--- src/assert_macros.svh ---
// Assertion macros used by the converter's top-level RTL file.
`ifndef ASSERT_MACROS_SVH
`define ASSERT_MACROS_SVH
`ifndef SYNTHESIS
`define H2R_ASSERT(label, prop, msg) \
  label: assert property (@(posedge clk) disable iff (rst) prop) else $error(msg);
`define H2R_ASSERT_ALWAYS(label, prop, msg) \
  label: assert property (@(posedge clk) prop) else $error(msg);
`else
`define H2R_ASSERT(label, prop, msg)
`define H2R_ASSERT_ALWAYS(label, prop, msg)
`endif
`endif

--- src/h2r_pkg.sv ---
// Types, constants and the hue ratio table of the HSI to RGB converter.
package h2r_pkg;

  localparam int FRAC_BITS = 14;
  localparam int RATIO_W   = FRAC_BITS + 3;
  localparam int PROD_W    = RATIO_W + 9;
  localparam int NS_W      = FRAC_BITS + 12;
  localparam int N_W       = FRAC_BITS + 10;
  localparam int SCALE_W   = N_W + 8;
  localparam int X_W       = 18;
  localparam int DIV_SHIFT = 28;
  localparam int M_W       = 19;
  localparam logic [M_W-1:0] DIV_MUL   = M_W'(350897);
  localparam logic [X_W-1:0] SAT_LIMIT = X_W'(255 * 765);

  localparam logic [8:0] HUE_WRAP   = 9'd360;
  localparam logic [8:0] SECT_SPAN  = 9'd120;
  localparam logic [8:0] SECT_SPAN2 = 9'd240;
  localparam int         TAB_DEPTH  = 120;

  localparam logic [63:0] PI_Q30  = 64'd3373259426;
  localparam logic [63:0] ONE_Q30 = 64'd1073741824;

  typedef enum logic [1:0] {
    SECT_RED   = 2'd0,
    SECT_GREEN = 2'd1,
    SECT_BLUE  = 2'd2
  } sector_t;

  typedef struct packed {
    logic [8:0] hue;
    logic [7:0] saturation;
    logic [7:0] intensity;
  } hsi_t;

  typedef struct packed {
    logic [7:0] red;
    logic [7:0] green;
    logic [7:0] blue;
  } rgb_t;

  typedef struct packed {
    sector_t    sector;
    logic       grey;
    logic [7:0] intensity;
  } side_t;

  typedef logic signed [RATIO_W-1:0] ratio_t;
  typedef ratio_t ratio_tab_t [TAB_DEPTH];

  function automatic logic signed [63:0] cos_q30(int deg);
    int                 a;
    logic               neg;
    logic [63:0]        x;
    logic [63:0]        x2;
    logic [63:0]        term;
    logic [63:0]        pos;
    logic [63:0]        negsum;
    logic signed [63:0] v;
    a = (deg < 0) ? -deg : deg;
    neg = 1'b0;
    if (a > 90) begin
      a = 180 - a;
      neg = 1'b1;
    end
    x = (64'(a) * PI_Q30 + 64'd90) / 64'd180;
    x2 = (x * x) >> 30;
    term = ONE_Q30;
    pos = ONE_Q30;
    negsum = 64'd0;
    for (int k = 1; k <= 10; k++) begin
      term = ((term * x2) >> 30) / 64'((2 * k - 1) * (2 * k));
      if ((k % 2) == 1) begin
        negsum = negsum + term;
      end else begin
        pos = pos + term;
      end
    end
    v = $signed(pos) - $signed(negsum);
    return neg ? -v : v;
  endfunction

  function automatic ratio_tab_t build_ratio_tab();
    ratio_tab_t         tab;
    logic signed [63:0] c;
    logic signed [63:0] d;
    logic [63:0]        mag;
    logic [63:0]        q;
    logic [63:0]        cap;
    cap = 64'd2 << FRAC_BITS;
    for (int off = 0; off < TAB_DEPTH; off++) begin
      c = cos_q30(off);
      d = cos_q30(60 - off);
      mag = (c < 0) ? 64'(-c) : 64'(c);
      if (d <= 0) begin
        d = 64'sd1;
      end
      q = ((mag << FRAC_BITS) + 64'(d) / 64'd2) / 64'(d);
      if (q > cap) begin
        q = cap;
      end
      tab[off] = (c < 0) ? RATIO_W'(-q) : RATIO_W'(q);
    end
    return tab;
  endfunction

  localparam ratio_tab_t RATIO_TAB = build_ratio_tab();

endpackage

--- src/h2r_scale.sv ---
// One colour channel: intensity scaling, division by 765 and saturation, three stages.
module h2r_scale (
  input  logic                   clk,
  input  logic                   en,
  input  logic [7:0]             intensity,
  input  logic [h2r_pkg::N_W-1:0] num,
  output logic [7:0]             level
);
  import h2r_pkg::*;

  logic [SCALE_W-1:0]   prod;
  logic [X_W-1:0]       x;
  logic [X_W+M_W-1:0]   quot;
  logic                 big;

  assign x = prod[FRAC_BITS +: X_W];

  always_ff @(posedge clk) begin
    if (en) begin
      prod  <= SCALE_W'(intensity) * SCALE_W'(num);
      quot  <= (X_W + M_W)'(x) * (X_W + M_W)'(DIV_MUL);
      big   <= (x >= SAT_LIMIT);
      level <= big ? 8'hFF : quot[DIV_SHIFT +: 8];
    end
  end

endmodule

--- src/hsi_to_rgb_converter.sv ---
// Top level of the HSI to RGB converter: seven-stage pipeline with valid/stall handshakes.
//
//   Channel | Direction | Payload            | Handshake
//   hsi     | input     | hue, sat, int      | hsi_valid, hsi_stall
//   rgb     | output    | red, green, blue   | rgb_valid, rgb_stall
//
// One transaction is taken every cycle unless rgb is stalled with a result waiting.
// The depth is set by the ratio multiply and the intensity and reciprocal multiplies.
// The whole pipeline holds while rgb is stalled with a result waiting.
// Reset clears the valid bits only; the ratio table is a constant.
module hsi_to_rgb_converter (
  input  logic          clk,
  input  logic          rst,
  input  logic          hsi_valid,
  output logic          hsi_stall,
  input  h2r_pkg::hsi_t hsi,
  output logic          rgb_valid,
  input  logic          rgb_stall,
  output h2r_pkg::rgb_t rgb
);
  import h2r_pkg::*;

  `include "assert_macros.svh"

  localparam int DEPTH = 7;

  logic [DEPTH-1:0] vld;
  logic             adv;

  logic [8:0]  hue_w;
  sector_t     sect_d;
  logic [8:0]  off_w;

  side_t                     side1, side2, side3, side4, side5, side6;
  logic [7:0]                sat1, sat2;
  ratio_t                    ratio1;
  logic signed [PROD_W-1:0]  prod2;
  logic signed [NS_W-1:0]    n2_d, n3_d;
  logic [N_W-1:0]            n1_d;
  logic [N_W-1:0]            num1, num2, num3;
  logic [7:0]                lvl1, lvl2, lvl3;

  assign adv       = !rgb_valid || !rgb_stall;
  assign hsi_stall = !adv;
  assign rgb_valid = vld[DEPTH-1];

  always_comb begin
    hue_w = (hsi.hue >= HUE_WRAP) ? hsi.hue - HUE_WRAP : hsi.hue;
    if (hue_w < SECT_SPAN) begin
      sect_d = SECT_RED;
      off_w  = hue_w;
    end else if (hue_w < SECT_SPAN2) begin
      sect_d = SECT_GREEN;
      off_w  = hue_w - SECT_SPAN;
    end else begin
      sect_d = SECT_BLUE;
      off_w  = hue_w - SECT_SPAN2;
    end
  end

  always_comb begin
    n1_d = N_W'({10'd255 - {2'b00, sat2}, {FRAC_BITS{1'b0}}});
    n2_d = (NS_W'(255) <<< FRAC_BITS) + NS_W'(prod2);
    n3_d = $signed(NS_W'({10'd255 + {2'b00, sat2}, {FRAC_BITS{1'b0}}})) - NS_W'(prod2);
  end

  always_ff @(posedge clk) begin
    if (rst) begin
      vld <= '0;
    end else if (adv) begin
      vld <= {vld[DEPTH-2:0], hsi_valid};
    end
  end

  always_ff @(posedge clk) begin
    if (adv) begin
      side1.sector    <= sect_d;
      side1.grey      <= (hsi.saturation == 8'd0);
      side1.intensity <= hsi.intensity;
      sat1            <= hsi.saturation;
      ratio1          <= RATIO_TAB[off_w[6:0]];

      side2 <= side1;
      sat2  <= sat1;
      prod2 <= PROD_W'($signed({1'b0, sat1})) * PROD_W'(ratio1);

      side3 <= side2;
      num1  <= n1_d;
      num2  <= n2_d[NS_W-1] ? '0 : n2_d[N_W-1:0];
      num3  <= n3_d[NS_W-1] ? '0 : n3_d[N_W-1:0];

      side4 <= side3;
      side5 <= side4;
      side6 <= side5;

      if (side6.grey) begin
        rgb <= '{red: side6.intensity, green: side6.intensity, blue: side6.intensity};
      end else begin
        unique case (side6.sector)
          SECT_RED:   rgb <= '{red: lvl2, green: lvl3, blue: lvl1};
          SECT_GREEN: rgb <= '{red: lvl1, green: lvl2, blue: lvl3};
          SECT_BLUE:  rgb <= '{red: lvl3, green: lvl1, blue: lvl2};
          default:    rgb <= '{red: lvl3, green: lvl1, blue: lvl2};
        endcase
      end
    end
  end

  h2r_scale u_scale_low (
    .clk       (clk),
    .en        (adv),
    .intensity (side3.intensity),
    .num       (num1),
    .level     (lvl1)
  );

  h2r_scale u_scale_mid (
    .clk       (clk),
    .en        (adv),
    .intensity (side3.intensity),
    .num       (num2),
    .level     (lvl2)
  );

  h2r_scale u_scale_rest (
    .clk       (clk),
    .en        (adv),
    .intensity (side3.intensity),
    .num       (num3),
    .level     (lvl3)
  );

  `H2R_ASSERT_ALWAYS(a_reset_clears, $past(rst) |-> !rgb_valid, "valid survived reset")
  `H2R_ASSERT(a_shift, $past(adv) && !$past(rst) |-> vld[1] == $past(vld[0]), "valid lost")
  `H2R_ASSERT(a_hold, hsi_stall |=> rgb_valid, "waiting result dropped while stalled")
  `H2R_ASSERT(a_grey, $past(adv && side6.grey) && rgb_valid |-> rgb.red == rgb.blue, "grey mismatch")

endmodule
--- config.mk ---
export PLATFORM = sky130hd
export DESIGN_NAME = hsi_to_rgb_converter
export DESIGN_NICKNAME = d
export VERILOG_FILES = /design/src/h2r_pkg.sv /design/src/h2r_scale.sv /design/src/hsi_to_rgb_converter.sv
export VERILOG_INCLUDE_DIRS = /design/src /design/src/src
export SDC_FILE = /design/constraint.sdc
export NUM_CORES = 2
export LEC_CHECK = 0
export BUFFER_PORTS_ARGS = -buffer_cell sky130_fd_sc_hd__buf_2
export CAP_MARGIN = 15
export CORE_MARGIN = 8
export CORE_UTILIZATION = 39
export DETAILED_ROUTE_END_ITERATION = 8
export PLACE_DENSITY_LB_ADDON = 0.05
export RECOVER_POWER = 100
export SLEW_MARGIN = 20
export SYNTH_ARGS = -nofsm -noshare
export SYNTH_HDL_FRONTEND = slang
export SYNTH_HIERARCHICAL = 1
export SYNTH_SLANG_ARGS = --single-unit
--- constraint.sdc ---
create_clock -name clk -period 23.8 [get_ports clk]
set_input_delay 5.95 -clock clk [delete_from_list [all_inputs] [get_ports clk]]
set_output_delay 5.95 -clock clk [all_outputs]
set_load 0.005 [all_outputs]
==> metrics.txt <==
CTS Hold Bufs 0; post-placement cell count 7261; remaining antenna violation count after routing 0; post-synthesis instance area 52900 um2; Post-CTS Setup Bufs 0; CTS root buf sky130_fd_sc_hd__clkbuf_16; count of flip-flops with a built-in enable after synthesis 310; class of the most critical hold timing path flip-flop to flip-flop; Clock Path Buffers 3; area fraction of the dominant cell type after synthesis 0.295; Setup Skew 39.0 ps; setup-violating endpoint count in the final report 0; count of boundary I/O pins 55; TritonCTS Buffers 42; logic depth of the worst path, buffers included 5; total global routing track utilization 0.182; starting utilization of the core area 0.392; flops & latches, synth 317; setup TNS 0 ps; run status finished, violations left; library cell with the highest instance count after synthesis sky130_fd_sc_hd__inv_1; Crit path max-delay family buffers and inverters; required time of the critical path 23900 ps; nets@finish 6986; half-perimeter wire length after detailed placement 106 mm; post-route worst hold slack 418 ps; critical path peak fanout 71; Area Growth Syn to Fin 7.14%; violated checks capacitance limit, slew limit; kind of critical path input pin to flip-flop; setup slack at placement 10630 ps; CTS H-tree depth 2; total number of vias 36574; crit share post-route 0.637; worst setup slack after layout 8640 ps; clock slew at reported path FFs 60 ps; routability-driven placement congestion ratio 0.883; endpoint of the worst register-to-register path u_scale_low/quot[35]; share of flip-flops with an asynchronous set or reset after synthesis 0; maximum cell stage delay along the critical path 2730 ps; vias in the first global route 39029; post-synthesis cell count 5421; drt total wl 133 mm; share of synthesized area occupied by flip-flops and latches 0.179; clock latency on the worst-skew pair 610 ps; leading area contributor after synthesis sky130_fd_sc_hd__fa_1; most used cell, CP sky130_fd_sc_hd__clkbuf_1; Resized cells post-CTS 0; first-pass GRT wire length 217 mm; Vias per Instance 4.98; Die X 384 um; final instance count without filler cells 7339; clock sinks 317; setup repair after global routing missed its margin no; number of detailed-routing iterations run before antenna repair 7; cell depth of the worst flop-to-flop path 4; DRC viols 0; IO buf count 54; layout cells sized above 1 0.0320; Die Area 148000 um2; slew at the pin closest to its max-slew limit 4090 ps; sort of element at the start of the critical path input pin; crit path capture type flip-flop; worst r2r src vld[6]; number of antenna violations at the first check in global routing 5; TritonCTS clock tree yes; Die Y-Extent 384 um; final hold violation count 0; post-route minimum period 15160 ps; slew margin rel. -1.73; maximum capacitance violations 18; last element of the critical path u_scale_low/quot[35]; post-synthesis area per instance 9.75 um2; total of fill cells in the finished design 13387; top cells by instance count after synthesis 1105 x sky130_fd_sc_hd__inv_1, 780 x sky130_fd_sc_hd__fa_1, 653 x sky130_fd_sc_hd__ha_1; launching element of the worst setup path rgb_stall; area of the core 135000 um2; max-slew violation count 967; Worst EP arrival 15260 ps; reg-to-reg setup timing slack 13780 ps; largest cells by area after synthesis sky130_fd_sc_hd__fa_1 30%, sky130_fd_sc_hd__edfxtp_1 18%, sky130_fd_sc_hd__ha_1 15%; maximum operating frequency 0.0660 GHz; top_reg_cell synth sky130_fd_sc_hd__edfxtp_1; pin count of the biggest net entering global routing 79; total gr overflow 0; detailed-route wire length per cell 18.1 um; number of DRC markers after the initial detailed-route iteration 1582; number of library cell types mapped by synthesis 105; cells along the critical path buf_2 -> nand2_1 -> clkbuf_1 -> clkbuf_1 -> clkbuf_1; Cell Rows 135; CP max stage cell sky130_fd_sc_hd__clkbuf_1; critical path buffer and inverter count 4; total number of yosys warnings 6
[registers in the layout, indices dropped and copies added (netlist names), 11 cells and up]
register	cells
side6	11
side5	11
ratio1	17
side2	11
u_scale_low/prod	18
u_scale_mid/prod	18
rgb	24
side1	11
num2	24
side3	11
side4	11
num3	24
u_scale_rest/prod	18
prod2	26
[metrics by stage]
step | area [um2] | util
after floorplan | 53400 | -
after global placement | 55500 | 0.411
after detailed placement | 55500 | 0.411
after CTS | 56800 | 0.421
after global routing | 56600 | 0.420
final | 56700 | 0.420
[routing by layer]
metal | global-route usage | vias up | part of all wire | routed length, um
li1 | - | 17738 | - | -
met1 | 0.259 | 18092 | 0.49 | 65400
met2 | 0.300 | 615 | 0.45 | 59900
met3 | 0.0216 | 129 | 0.036 | 4750
met4 | 0.0355 | 0 | 0.019 | 2480
met5 | 0 | - | 0 | 0
[final cells by class]
cell class                 instances  area (um2)  area share
timing repair buffer              81         384     0.00678
antenna                            2        5.00   0.0000883
tap                             1781        2230      0.0393
sequential                       317        9450       0.167
clock buffer                      47        1130      0.0200
inverter                        1109        4170      0.0736
multi-input combinational       3973       39000       0.689
clock inverter                    29         251     0.00444
[placed cells by master (no fill, tap or decap), drive strengths merged, types with 62 or more instances in the layout]
cell,count
inv,1115
fa,780
ha,653
and2,530
nand2,372
edfxtp,310
nor2,197
a21oi,195
o21ai,137
conb,127
xnor2,105
a21o,96
clkbuf,86
xor2,68
nor3,68
nand3,62
[kinds of logic (layout without fill, tap and decap cells)]
group,count (synthesis),in the layout,share of synthesized area
DFF,317,317,0.179
xor gates and xnor gates,174,174,0.0291
buffers and inverters,1257,1266,0.0904
adders and majority gates,1433,1433,0.450
AOI/OAI and AO/OA,763,763,0.0996
other,1,129,0.0000709
and+or+nand+nor,1432,1432,0.142
muxes,44,44,0.0100
[how the worst min path moves through the flow]
stage / startpoint / to / slack [ps] / cells after the start
after global routing: side4[1] / side5[1] / 420 / 0
after CTS: side4[1] / side5[1] / 420 / 0
final: side2[4] / side3[4] / 420 / 0
after detailed placement: side2[9] / side3[9] / 400 / 0
after global placement: side2[2] / side3[2] / 400 / 0
after floorplan: side1[0] / side2[0] / 400 / 0
Power is not shown: default switching activity piles up to over one toggle a cycle in this logic, so the estimate is an artifact.
